<file path="src/sv/infix_integer_expression_evaluator_defines.svh">
// Assertion macros used by the evaluator's top-level file.
`ifndef INFIX_INTEGER_EXPRESSION_EVALUATOR_DEFINES_SVH
`define INFIX_INTEGER_EXPRESSION_EVALUATOR_DEFINES_SVH
`ifndef ASSERT_OFF
`define IIE_ASSERT(label, clk, rst_n, prop, msg) \
	label: assert property (@(posedge clk) disable iff (!rst_n) prop) else $error(msg);
`define IIE_ASSERT_NEVER(label, clk, rst_n, cond, msg) \
	label: assert property (@(posedge clk) disable iff (!rst_n) !(cond)) else $error(msg);
`else
`define IIE_ASSERT(label, clk, rst_n, prop, msg)
`define IIE_ASSERT_NEVER(label, clk, rst_n, cond, msg)
`endif
`endif

</file>
<file path="src/sv/iie_pkg.sv">
// Package with types, codes and helpers of the expression evaluator.
`default_nettype none
package iie_pkg;
	localparam int unsigned DataW = 32;
	localparam int unsigned QueueDepth = 2;

	localparam logic [2:0] MODE_NUM = 3'd0;
	localparam logic [2:0] MODE_ADD = 3'd1;
	localparam logic [2:0] MODE_SUB = 3'd2;
	localparam logic [2:0] MODE_MUL = 3'd3;
	localparam logic [2:0] MODE_DIV = 3'd4;

	localparam logic [2:0] ERR_OK = 3'd0;
	localparam logic [2:0] ERR_DIV_ZERO = 3'd1;
	localparam logic [2:0] ERR_LEADING = 3'd2;
	localparam logic [2:0] ERR_DANGLING = 3'd3;
	localparam logic [2:0] ERR_EMPTY = 3'd4;

	// Action codes that the front end hands to the back end.
	localparam logic [2:0] ACT_NONE = 3'd0;
	localparam logic [2:0] ACT_LOAD = 3'd1;
	localparam logic [2:0] ACT_MUL = 3'd2;
	localparam logic [2:0] ACT_DIV = 3'd3;
	localparam logic [2:0] ACT_ADD = 3'd4;
	localparam logic [2:0] ACT_SUB = 3'd5;

	typedef struct packed {
		logic [2:0] mode;
		logic signed [31:0] number_value;
		logic line_end;
	} in_item_t;

	typedef struct packed {
		logic signed [31:0] expression_result;
		logic [2:0] error_code;
	} out_item_t;

	// One classified request for the back end.
	typedef struct packed {
		logic [2:0] act;
		logic [31:0] operand;
		logic last;
		logic [2:0] parse_err;
	} cmd_t;
endpackage
`default_nettype wire

</file>
<file path="src/sv/iie_front.sv">
// Front end: parses the token stream and issues arithmetic requests.
`default_nettype none
module iie_front (
	input wire logic clk,
	input wire logic arst_n,
	input wire iie_pkg::in_item_t in_item,
	input wire logic in_valid,
	output logic in_ready,
	output iie_pkg::cmd_t cmd,
	output logic cmd_valid,
	input wire logic cmd_ready
);
	logic expect_q, seen_q;
	logic [2:0] perr_q;
	logic is_op, is_mulop;
	iie_pkg::cmd_t cmd_c;
	logic n_expect, n_seen;
	logic [2:0] n_perr;

	assign in_ready = cmd_ready;
	assign is_op = (in_item.mode == iie_pkg::MODE_ADD) || (in_item.mode == iie_pkg::MODE_SUB)
		|| (in_item.mode == iie_pkg::MODE_MUL) || (in_item.mode == iie_pkg::MODE_DIV);
	assign is_mulop = (in_item.mode == iie_pkg::MODE_MUL) || (in_item.mode == iie_pkg::MODE_DIV);

	// Classify the token against the parse state.
	always_comb begin
		n_expect = expect_q;
		n_seen = seen_q;
		n_perr = perr_q;
		cmd_c.act = iie_pkg::ACT_NONE;
		cmd_c.operand = in_item.number_value;
		cmd_c.last = in_item.line_end;
		if (perr_q == iie_pkg::ERR_OK) begin
			if (in_item.mode == iie_pkg::MODE_NUM) begin
				if (!expect_q) begin
					n_perr = iie_pkg::ERR_EMPTY;
				end else begin
					cmd_c.act = iie_pkg::ACT_LOAD;
					n_expect = 1'b0;
					n_seen = 1'b1;
				end
			end else if (is_op) begin
				if (!seen_q) begin
					n_perr = iie_pkg::ERR_LEADING;
				end else if (expect_q) begin
					n_perr = iie_pkg::ERR_DANGLING;
				end else begin
					n_expect = 1'b1;
					if (is_mulop) begin
						cmd_c.act = (in_item.mode == iie_pkg::MODE_MUL) ?
							iie_pkg::ACT_MUL : iie_pkg::ACT_DIV;
					end else begin
						cmd_c.act = (in_item.mode == iie_pkg::MODE_SUB) ?
							iie_pkg::ACT_SUB : iie_pkg::ACT_ADD;
					end
				end
			end
		end
		if (in_item.line_end && n_perr == iie_pkg::ERR_OK) begin
			if (!n_seen) begin
				n_perr = iie_pkg::ERR_EMPTY;
			end else if (n_expect) begin
				n_perr = iie_pkg::ERR_DANGLING;
			end
		end
		cmd_c.parse_err = n_perr;
	end

	assign cmd = cmd_c;
	assign cmd_valid = in_valid;

	// Parse state; cleared at the end of each line.
	always_ff @(posedge clk or negedge arst_n) begin
		if (!arst_n) begin
			expect_q <= 1'b1;
			seen_q <= 1'b0;
			perr_q <= iie_pkg::ERR_OK;
		end else if (in_valid && cmd_ready) begin
			if (in_item.line_end) begin
				expect_q <= 1'b1;
				seen_q <= 1'b0;
				perr_q <= iie_pkg::ERR_OK;
			end else begin
				expect_q <= n_expect;
				seen_q <= n_seen;
				perr_q <= n_perr;
			end
		end
	end
endmodule
`default_nettype wire

</file>
<file path="src/sv/iie_queue.sv">
// Short request queue between front end and back end.
`default_nettype none
module iie_queue #(
	parameter int unsigned Depth = iie_pkg::QueueDepth
) (
	input wire logic clk,
	input wire logic arst_n,
	input wire iie_pkg::cmd_t wr_data,
	input wire logic wr_valid,
	output logic wr_ready,
	output iie_pkg::cmd_t rd_data,
	output logic rd_valid,
	input wire logic rd_ready
);
	localparam int unsigned AW = (Depth > 1) ? $clog2(Depth) : 1;
	iie_pkg::cmd_t mem_q [Depth];
	logic [AW-1:0] wp_q, rp_q;
	logic [AW:0] cnt_q;
	logic do_wr, do_rd;

	assign wr_ready = (cnt_q != Depth[AW:0]);
	assign rd_valid = (cnt_q != '0);
	assign rd_data = mem_q[rp_q];
	assign do_wr = wr_valid && wr_ready;
	assign do_rd = rd_valid && rd_ready;

	// Storage entries.
	always_ff @(posedge clk) begin
		if (do_wr) begin
			mem_q[wp_q] <= wr_data;
		end
	end

	// Pointers and fill count.
	always_ff @(posedge clk or negedge arst_n) begin
		if (!arst_n) begin
			wp_q <= '0;
			rp_q <= '0;
			cnt_q <= '0;
		end else begin
			if (do_wr) begin
				wp_q <= (wp_q == AW'(Depth - 1)) ? '0 : wp_q + 1'b1;
			end
			if (do_rd) begin
				rp_q <= (rp_q == AW'(Depth - 1)) ? '0 : rp_q + 1'b1;
			end
			cnt_q <= cnt_q + (AW+1)'(do_wr) - (AW+1)'(do_rd);
		end
	end
endmodule
`default_nettype wire

</file>
<file path="src/sv/iie_back.sv">
// Back end: term and sum arithmetic with a radix-2 divider and a result register.
`default_nettype none
module iie_back (
	input wire logic clk,
	input wire logic arst_n,
	input wire iie_pkg::cmd_t cmd,
	input wire logic cmd_valid,
	output logic cmd_ready,
	output iie_pkg::out_item_t out_item,
	output logic out_valid,
	input wire logic out_ready
);
	localparam logic [1:0] ST_IDLE = 2'd0;
	localparam logic [1:0] ST_DIV = 2'd1;
	localparam logic [1:0] ST_FIN = 2'd2;

	logic [1:0] state_q;
	logic [31:0] sum_q, term_q;
	logic neg_q;
	logic [1:0] pend_q;
	logic dz_q;
	logic [31:0] rem_q, quo_q, den_q;
	logic [5:0] cnt_q;
	logic qneg_q, last_q;
	logic [2:0] perr_q;
	logic res_valid_q;
	iie_pkg::out_item_t res_q;
	logic [32:0] trial;
	logic [31:0] shifted_rem;
	logic take, out_free;
	logic [31:0] sum_fin;

	assign out_free = !res_valid_q || out_ready;
	// A request with a line end needs a free result slot.
	assign take = (state_q == ST_IDLE) && cmd_valid && (!cmd.last || out_free);
	assign cmd_ready = take;
	assign out_valid = res_valid_q;
	assign out_item = res_q;

	assign shifted_rem = {rem_q[30:0], quo_q[31]};
	assign trial = {1'b0, shifted_rem} - {1'b0, den_q};
	assign sum_fin = neg_q ? (sum_q - term_q) : (sum_q + term_q);

	always_ff @(posedge clk) begin
		if (take) begin
			last_q <= cmd.last;
			perr_q <= cmd.parse_err;
		end
	end

	always_ff @(posedge clk or negedge arst_n) begin
		if (!arst_n) begin
			state_q <= ST_IDLE;
			sum_q <= '0;
			term_q <= '0;
			neg_q <= 1'b0;
			pend_q <= 2'd0;
			dz_q <= 1'b0;
			rem_q <= '0;
			quo_q <= '0;
			den_q <= '0;
			cnt_q <= '0;
			qneg_q <= 1'b0;
			res_valid_q <= 1'b0;
			res_q <= '0;
		end else begin
			if (res_valid_q && out_ready) begin
				res_valid_q <= 1'b0;
			end
			case (state_q)
				ST_IDLE: begin
					if (take) begin
						state_q <= ST_FIN;
						case (cmd.act)
							iie_pkg::ACT_LOAD: begin
								pend_q <= 2'd0;
								if (pend_q == 2'd1) begin
									term_q <= term_q * cmd.operand;
								end else if (pend_q == 2'd2) begin
									if (cmd.operand == '0) begin
										dz_q <= 1'b1;
										term_q <= '0;
									end else begin
										den_q <= cmd.operand[31] ? -cmd.operand : cmd.operand;
										quo_q <= term_q[31] ? -term_q : term_q;
										rem_q <= '0;
										cnt_q <= 6'd32;
										qneg_q <= term_q[31] ^ cmd.operand[31];
										state_q <= ST_DIV;
									end
								end else begin
									term_q <= cmd.operand;
								end
							end
							iie_pkg::ACT_MUL: pend_q <= 2'd1;
							iie_pkg::ACT_DIV: pend_q <= 2'd2;
							iie_pkg::ACT_ADD, iie_pkg::ACT_SUB: begin
								sum_q <= sum_fin;
								term_q <= '0;
								neg_q <= (cmd.act == iie_pkg::ACT_SUB);
							end
							default: ;
						endcase
					end
				end
				ST_DIV: begin
					// One quotient bit per cycle, restoring.
					if (!trial[32]) begin
						rem_q <= trial[31:0];
						quo_q <= {quo_q[30:0], 1'b1};
					end else begin
						rem_q <= shifted_rem;
						quo_q <= {quo_q[30:0], 1'b0};
					end
					cnt_q <= cnt_q - 1'b1;
					if (cnt_q == 6'd1) begin
						state_q <= ST_FIN;
						term_q <= qneg_q ? -{quo_q[30:0], !trial[32]} : {quo_q[30:0], !trial[32]};
					end
				end
				ST_FIN: begin
					state_q <= ST_IDLE;
					if (last_q) begin
						res_valid_q <= 1'b1;
						if (perr_q != iie_pkg::ERR_OK) begin
							res_q.error_code <= perr_q;
							res_q.expression_result <= '0;
						end else if (dz_q) begin
							res_q.error_code <= iie_pkg::ERR_DIV_ZERO;
							res_q.expression_result <= '0;
						end else begin
							res_q.error_code <= iie_pkg::ERR_OK;
							res_q.expression_result <= sum_fin;
						end
						sum_q <= '0;
						term_q <= '0;
						neg_q <= 1'b0;
						pend_q <= 2'd0;
						dz_q <= 1'b0;
					end
				end
				default: state_q <= ST_IDLE;
			endcase
		end
	end
endmodule
`default_nettype wire

</file>
<file path="src/sv/infix_integer_expression_evaluator.sv">
// Top level of the streaming infix expression evaluator.
// Input channel: a token (mode, number_value, line_end) is taken when push is
// high and full is low. Result channel: while empty is low, the value and
// error code of the oldest finished line are on result; pop takes it.
// A front end parses tokens and writes requests into a two-entry queue; a
// back end does the arithmetic, taking a request only when idle. Tokens pass
// its idle and finish states; a number after a divide also passes the divide
// state, where the radix-2 divider produces one quotient bit per cycle.
// Multiply is a single 32x32 step. A line's result is registered in the
// finish state after its last token; one further line end waits while a
// result is held unread. When the receiver stalls, the result register holds
// and the queue fills, after which full rises. Reset clears all line state,
// the queue and the result register; tokens are taken once reset is released.
`default_nettype none
`include "infix_integer_expression_evaluator_defines.svh"
module infix_integer_expression_evaluator #(
	parameter int unsigned QueueDepth = iie_pkg::QueueDepth
) (
	input wire logic clk,
	input wire logic arst_n,
	input wire iie_pkg::in_item_t token,
	input wire logic push,
	output logic full,
	output iie_pkg::out_item_t result,
	output logic empty,
	input wire logic pop
);
	iie_pkg::cmd_t fcmd, qcmd;
	logic fvalid, fready, qvalid, qready, ovalid, in_ready;

	iie_front u_front (
		.clk(clk), .arst_n(arst_n), .in_item(token), .in_valid(push),
		.in_ready(in_ready), .cmd(fcmd), .cmd_valid(fvalid), .cmd_ready(fready)
	);

	iie_queue #(.Depth(QueueDepth)) u_queue (
		.clk(clk), .arst_n(arst_n), .wr_data(fcmd), .wr_valid(fvalid),
		.wr_ready(fready), .rd_data(qcmd), .rd_valid(qvalid), .rd_ready(qready)
	);

	iie_back u_back (
		.clk(clk), .arst_n(arst_n), .cmd(qcmd), .cmd_valid(qvalid),
		.cmd_ready(qready), .out_item(result), .out_valid(ovalid), .out_ready(pop)
	);

	assign full = !in_ready;
	assign empty = !ovalid;

	`IIE_ASSERT(a_err_zero, clk, arst_n, (!empty && result.error_code != iie_pkg::ERR_OK) |-> (result.expression_result == '0), "errored line must give zero")
	`IIE_ASSERT(a_hold, clk, arst_n, (!empty && !pop) |=> (!empty && $stable(result)), "held result changed")
	`IIE_ASSERT_NEVER(a_code, clk, arst_n, (!empty && result.error_code > iie_pkg::ERR_EMPTY), "bad error code")
endmodule
`default_nettype wire
</file>
<file path="config.mk">
export PLATFORM = sky130hd
export DESIGN_NAME = infix_integer_expression_evaluator
export DESIGN_NICKNAME = d
export VERILOG_FILES = /design/src/sv/iie_pkg.sv /design/src/sv/iie_front.sv /design/src/sv/iie_queue.sv /design/src/sv/iie_back.sv /design/src/sv/infix_integer_expression_evaluator.sv
export VERILOG_INCLUDE_DIRS = /design/src /design/src/sv
export SDC_FILE = /design/constraint.sdc
export NUM_CORES = 2
export LEC_CHECK = 0
export BUFFER_PORTS_ARGS = -buffer_cell sky130_fd_sc_hd__buf_2
export CORE_ASPECT_RATIO = 0.5
export CORE_MARGIN = 2
export CORE_UTILIZATION = 62
export DETAILED_ROUTE_END_ITERATION = 8
export PLACE_DENSITY = 0.79
export SLEW_MARGIN = 20
export SYNTH_ARGS = -nofsm -noshare
export SYNTH_HDL_FRONTEND = slang
export SYNTH_SLANG_ARGS = --single-unit
</file>
<file path="constraint.sdc">
create_clock -name clk -period 23.8 [get_ports clk]
set_input_delay 0 -clock clk [delete_from_list [all_inputs] [get_ports clk]]
set_output_delay 0 -clock clk [all_outputs]
set_load 0.01 [all_outputs]
</file>
== Yosys cells after proc, flatten, opt, wreduce, memory -nomap -nowiden ==
Memory sizes are Yosys's and may differ from the RTL's.
Index checks and enable logic that the tools add are counted.

* Logic and storage cells: 193
* Memories: 1
* Register bits: 221
* Output and inout port bits: 37
* RAM bits: 78

* Multiplexer cells: 93
* Reduce and logical (&&, ||, !) cells: 35
* Bitwise gates (word level): 3
* Add/sub/neg operators: 11
* Equal/unequal tests: 27
* Multiply operators: 1

{| class="wikitable"
|+ Memory list
! name !! words !! bits a word !! rd ports !! clocked after Yosys merged registers in !! wr ports !! line !! source
|-
| u_queue.mem_q || 2 || 39 || 1 || 0 || 1 || iie_queue.sv:16 || <nowiki>iie_pkg::cmd_t mem_q [Depth];</nowiki>
|}

{| class="wikitable"
|+ Operator list
! operator !! count
|-
| two-way mux 32 bit || 17
|-
| case mux 32 bit (2 select lines) || 3
|-
| two-way mux 31 bit || 6
|-
| negation 32 bit || 3
|-
| case mux 32 bit (3 select lines) || 1
|-
| two-way mux 35 bit || 2
|-
| case mux 31 bit (2 select lines) || 1
|-
| two-way mux 3 bit || 16
|-
| subtractor 32 x 32 -> 33 bit || 1
|-
| adder 32 bit || 1
|-
| zero test 32 bit || 1
|-
| multiplier 32 x 32 -> 32 bit || 1
|-
| subtractor 32 bit || 1
|-
| two-way mux 6 bit || 5
|-
| two-way mux 1 bit || 28
|-
| AND reduction 6 bit || 3
|-
| two-way mux 2 bit || 8
|-
| inequality test 2 bit (second input constant) || 8
|-
| equality test 3 x 2 -> 1 bit (second input constant) || 4
|-
| case mux 6 bit (2 select lines) || 1
|-
| equality test 3 bit (second input constant) || 3
|-
| zero test 3 bit || 3
|-
| case mux 2 bit (2 select lines) || 2
|-
| AND reduction 4 bit || 2
|-
| other kinds (25) || 49
|}

== Depth between registers and ports, before layout ==
* Depth after elaboration: 11
* Depth in mapped cells: 32
* Gate-level depth less buffers: 27

== Modules after synthesis ==
Synthesis repeated with hierarchy kept, for this count alone.

* Cells, all modules: 3,726
* Area total of the unflattened synthesis: 34,117.7 sq um

{| class="wikitable"
|+ By module, submodules not included
! module !! area an instance (sq um) !! sequential area each (sq um) !! times used !! cells an instance
|-
| iie_back || 30,264.0 || 5,325.1 || 1 || 3,481
|-
| iie_queue || 3,020.4 || 2,442.3 || 1 || 143
|-
| iie_front || 825.8 || 126.4 || 1 || 100
|-
| infix_integer_expression_evaluator || 7.5 || 0.0 || 1 || 2
|}

== Worst setup path after synthesis ==
Ideal clock, no wire load.

* Path type: register to register
* Start: register u_queue.rp_q
* End: register u_back.term_q[29]
* Setup slack: 14.982 ns
* Arrival: 8.685 ns
* Data required time: 23.667 ns
* Clock period less this slack: 8.818 ns
* Library setup time: 0.133 ns
* Stages on the path, launching flop included: 32
* Path through: dfrtp_1 > buf_2 > buf_4 > buf_2 > buf_2 > buf_1 > buf_1 > mux2i_1 > nor2_1 > fa_1 > fa_1 > fa_1 > inv_1 > fa_1 > inv_1 > fa_1 > inv_1 > fa_1 > inv_1 > fa_1 > fa_1 > ha_1 > a21oi_1 > nand2_1 > or3_1 > nor3_1 > nor3_1 > or3_1 > o31ai_1 > xnor2_1 > o211ai_1 > o211ai_1

* Word-level cells in the longest chain between the ends: 6
* Elaborated cells between the ends (all ways): 19
* Classes of those cells: 1 x mul; 6 x eq/ne; 5 x mux; 6 x reduce/logical; 1 x memory

{| class="wikitable"
|+ Ends and longest elaborated chain
! element !! line !! source
|-
| start, declared || iie_queue.sv:17 || <nowiki>logic [AW-1:0] wp_q, rp_q;</nowiki>
|-
| start signal, assigned || iie_queue.sv:45 || <nowiki>rp_q <= (rp_q == AW'(Depth - 1)) ? '0 : rp_q + 1'b1;</nowiki>
|-
| memory (2 x 39 bit) (*) || n/a ||
|-
| multiplier 32 x 32 -> 32 bit (tied with other cells) || iie_back.sv:78 || <nowiki>term_q <= term_q * cmd.operand;</nowiki>
|-
| two-way mux 32 bit (tied with other cells) || iie_back.sv:77 || <nowiki>if (pend_q == 2'd1) begin</nowiki>
|-
| case mux 32 bit (2 select lines) or logical AND 1 bit (tied branches) || iie_back.sv:74, iie_back.sv:35 ||
|-
| two-way mux 32 bit or inequality test 2 bit (tied branches) || n/a ||
|-
| case mux 32 bit (3 select lines) or AND reduction 6 bit (tied branches) || n/a ||
|-
| end signal, assigned || iie_back.sv:78 ||
|-
| end signal, assigned || iie_back.sv:92 || <nowiki>term_q <= cmd.operand;</nowiki>
|-
| end signal, assigned || iie_back.sv:118 || <nowiki>term_q <= qneg_q ? -{quo_q[30:0], !trial[32]} : {quo_q[30:0], !trial[32]};</nowiki>
|-
| end, declared || iie_back.sv:18 || <nowiki>logic [31:0] sum_q, term_q;</nowiki>
|}

Every way passes the cells marked *; elsewhere a longest branch is shown, timed or not. The select of a mux whose other input is x is not followed.
A chain may end at the register's enable or synchronous reset.

== Final worst setup path ==
Same ends and word-level chain as after synthesis.

==> flow_summary.yaml <==
status:
  outcome: "finished with violations"
  violations: "negative hold slack"
flow_run:
  cap_violations: 0
worst_setup_path:
  path_max_fanout: 43
  r2r_end: "u_back.term_q[29]"
  required_ns: 24.31
  worstReg2RegStart: "u_queue.rp_q"
  worstSetupPathType: "register to register"
  reg2regPathDepth: 26
  end_kind: "register"
  worstPathArrival_ns: 9.83
  regToRegSetupSlack_ns: 14.49
  start_kind: "register"
floorplan:
  io_pins: 77
  core_area_um2: 53800
  die_x_um: 334
  die_y_um: 169
  initial_core_util: 0.628
  die_area_um2: 56400
  num_rows: 60
synthesis:
  synthSimpleGateAreaFrac: 0.163
  ys_seq_area_frac: 0.234
  synth_xor_area_frac: 0.0650
  syn_nets: 4290
  synth_top_family_by_area: "adder cells"
  synth_top_area_cell: "fa_1"
  synth_area_leaders: "fa_1, dfrtp_1, ha_1"
  yosysTopAreaCellShare: 0.243
  synth_compound_area_frac: 0.122
  synthCells: 3642
  ys_ff_latch: 299
  synth-adder-area-share: 0.317
  synthArstFlopShare: 0.726
  postSynthAreaPerCell_um2: 9.27
  yosys.cell_types.count: 91
  synth_edf_count: 82
  syn_area_um2: 33800
  yosys_most_used_dff: "dfrtp_1"
  yosysWarnings: 0
  synth.area.mux_share: 0.0245
final_layout:
  final_common_cell: "inv_1"
  synthToLayoutAreaGrowth_pct: 7.21
  fin_nets: 4290
  layout-drive-gt1-share: 0.0737
  final_cell_mix: "inv_1, fa_1, nand2_1, and2_1, nor2_1"
  fillers: 4215
clock_network:
  cts_tree: "yes"
  clockBufferDepth: 3
  cts_buffers: 29
  clk_pin_slew_ns: 0.07
  post_cts_buffers: 0
  clk_latency_ns: 0.64
  cts_hold_buffers: 42
  clock-sinks: 299
  cts_max_level: 1
  cts_resized: 0
  root_buffer: "clkbuf_16"
global_route:
  grt_first_pass_wirelength_um: 158000
  grtUsageMet2: 0.545
  grtUsageMet1: 0.513
  busiest_layer: "met2"
  grt_use_total: 0.368
  grtUsageMet3: 0.100
  overflow: 0
  antenna_found_initial: 4
  first_global_vias: 27200
  grt_max_degree: 96
route:
  wirelength_um: 101000
  drtAntennaViolNets: 0
  viasPerCell: 6.24
  wl_per_cell_um: 23.2
  num_vias: 27400
  drc_errors: 0
  firstDrtPassIters: 6
  drtIter0Drc: 3146
timing:
  hold_viol_final: 17
  timing.final.ws_setup_ns: 14.49
  worst_pin_slew_ns: 1.20
  max_freq_mhz: 107
  slew_viol_final: 0
  hold_ws_ns: -0.0274
  timing.setup.tns_ns: 0
  finalCritPeriodShare: 0.391
  rsz0062_at_grt: "no"
  finalClockSkew_ns: 0.0246
  relSlewSlack: 0.176
  period_needed_ns: 9.31
  finalSetupViolCount: 0
placement:
  gp_congestion: 1.01
  dp.final_hpwl_um: 73600
  port_buffers: 76
  place_ws_ns: 14.62
worst_hold_path:
  min_path_type: "input port to async pin"
[cell type report]
type,instances,area (um2),share of cell area
tap,713,892,0.0247
clock buffer,48,927,0.0256
sequential,299,7900,0.218
antenna,2,5.00,0.000138
clock inverter,6,104,0.00287
inverter,456,1710,0.0473
timing repair buffer,178,1260,0.0349
multi-input combinational,2678,23400,0.646
[flip-flops by register name, summed over array words and instances, names as in the netlist, 3 cells and up]
| name | cells |
|---|---|
| u_back.cnt_q | 6 |
| u_front.perr_q | 3 |
| u_back.term_q | 32 |
| u_back.rem_q | 31 |
| u_queue.mem_q | 78 |
| u_back.quo_q | 32 |
| u_back.out_item | 35 |
| u_back.perr_q | 3 |
| u_back.sum_q | 32 |
| u_back.den_q | 32 |
[cells in the mapped netlist (8+ instances only)]
cell / n
nor3b_1: 9
a22oi_1: 8
o211ai_1: 14
a221oi_1: 10
nand3_1: 21
mux2_2: 38
nor3_1: 73
a21oi_1: 125
dfrtp_1: 216
inv_1: 451
nor2_1: 229
o21ai_1: 8
or3_1: 19
buf_2: 19
buf_1: 9
o21ai_0: 152
a211oi_1: 9
fa_1: 410
nand4_1: 12
a22o_1: 64
or2_2: 11
edfxtp_1: 82
and2_1: 252
mux2i_1: 35
clkbuf_1: 177
xnor2_1: 183
xor2_1: 65
nand2b_1: 32
o21a_1: 16
a221o_1: 28
nor2b_1: 23
nand2_1: 392
ha_1: 198
o31ai_1: 17
a31oi_1: 33
o22ai_1: 8
nor4_1: 11
and3_1: 17
a21o_1: 41
[routing by layer]
| layer | wire length (um) | part of all wire |
|---|---|---|
| met1 | 40600 | 0.40 |
| met2 | 42600 | 0.42 |
| met3 | 12800 | 0.13 |
| met4 | 5390 | 0.053 |
| met5 | 0 | 0 |
[cell families after synthesis]
group / Yosys count
AO/OA/AOI/OAI: 612
XOR/XNOR: 249
adder cells (fa/ha/maj): 608
buffers and inverters: 665
flip-flops: 299
multiplexers: 76
AND/OR/NAND/NOR: 1133
[worst max path at each step]
stage	startpoint	end	slack (ns)
final	u_queue.rp_q	u_back.term_q[29]	14.49
after global routing	u_queue.rp_q	u_back.term_q[29]	14.09
after CTS	u_queue.rp_q	u_back.term_q[29]	14.62
after detailed placement	u_queue.rp_q	u_back.term_q[29]	14.62
after global placement	u_queue.rp_q	u_back.term_q[29]	14.72
after floorplan	u_queue.rp_q	u_back.term_q[29]	14.98
[worst max-delay path, stage by stage, from the launching register on]
cell      delay (ns)
dfrtp_4         0.87
buf_4           0.58
mux2_2          0.64
and2_1          0.28
fa_1            0.53
inv_1           0.05
fa_1            0.49
fa_1            0.44
fa_1            0.55
inv_1           0.06
fa_1            0.50
inv_1           0.06
fa_1            0.53
inv_1           0.05
fa_1            0.49
fa_1            0.41
ha_1            0.35
a21oi_1         0.19
nand2_1         0.09
or3_1           0.34
nor3_1          0.37
nor3_1          0.17
or3_1           0.41
o31ai_1         0.26
xnor2_1         0.11
o211ai_1        0.17
o211ai_1        0.11
[per-stage QoR]
step	util	hold WS [ns]	cells	cell area, um2
after global placement	0.646	0.0713	4282	34700
after detailed placement	0.646	0.0767	4282	34700
after global routing	0.673	0.0671	4378	36200
after CTS	0.673	0.00571	4378	36200
after floorplan	-	-0.296	3642	33800
final	0.673	-0.0274	4380	36200
Power is left out: the tool's default activity adds up to more than one toggle a clock period on the data nets, which glitch-free logic cannot reach.
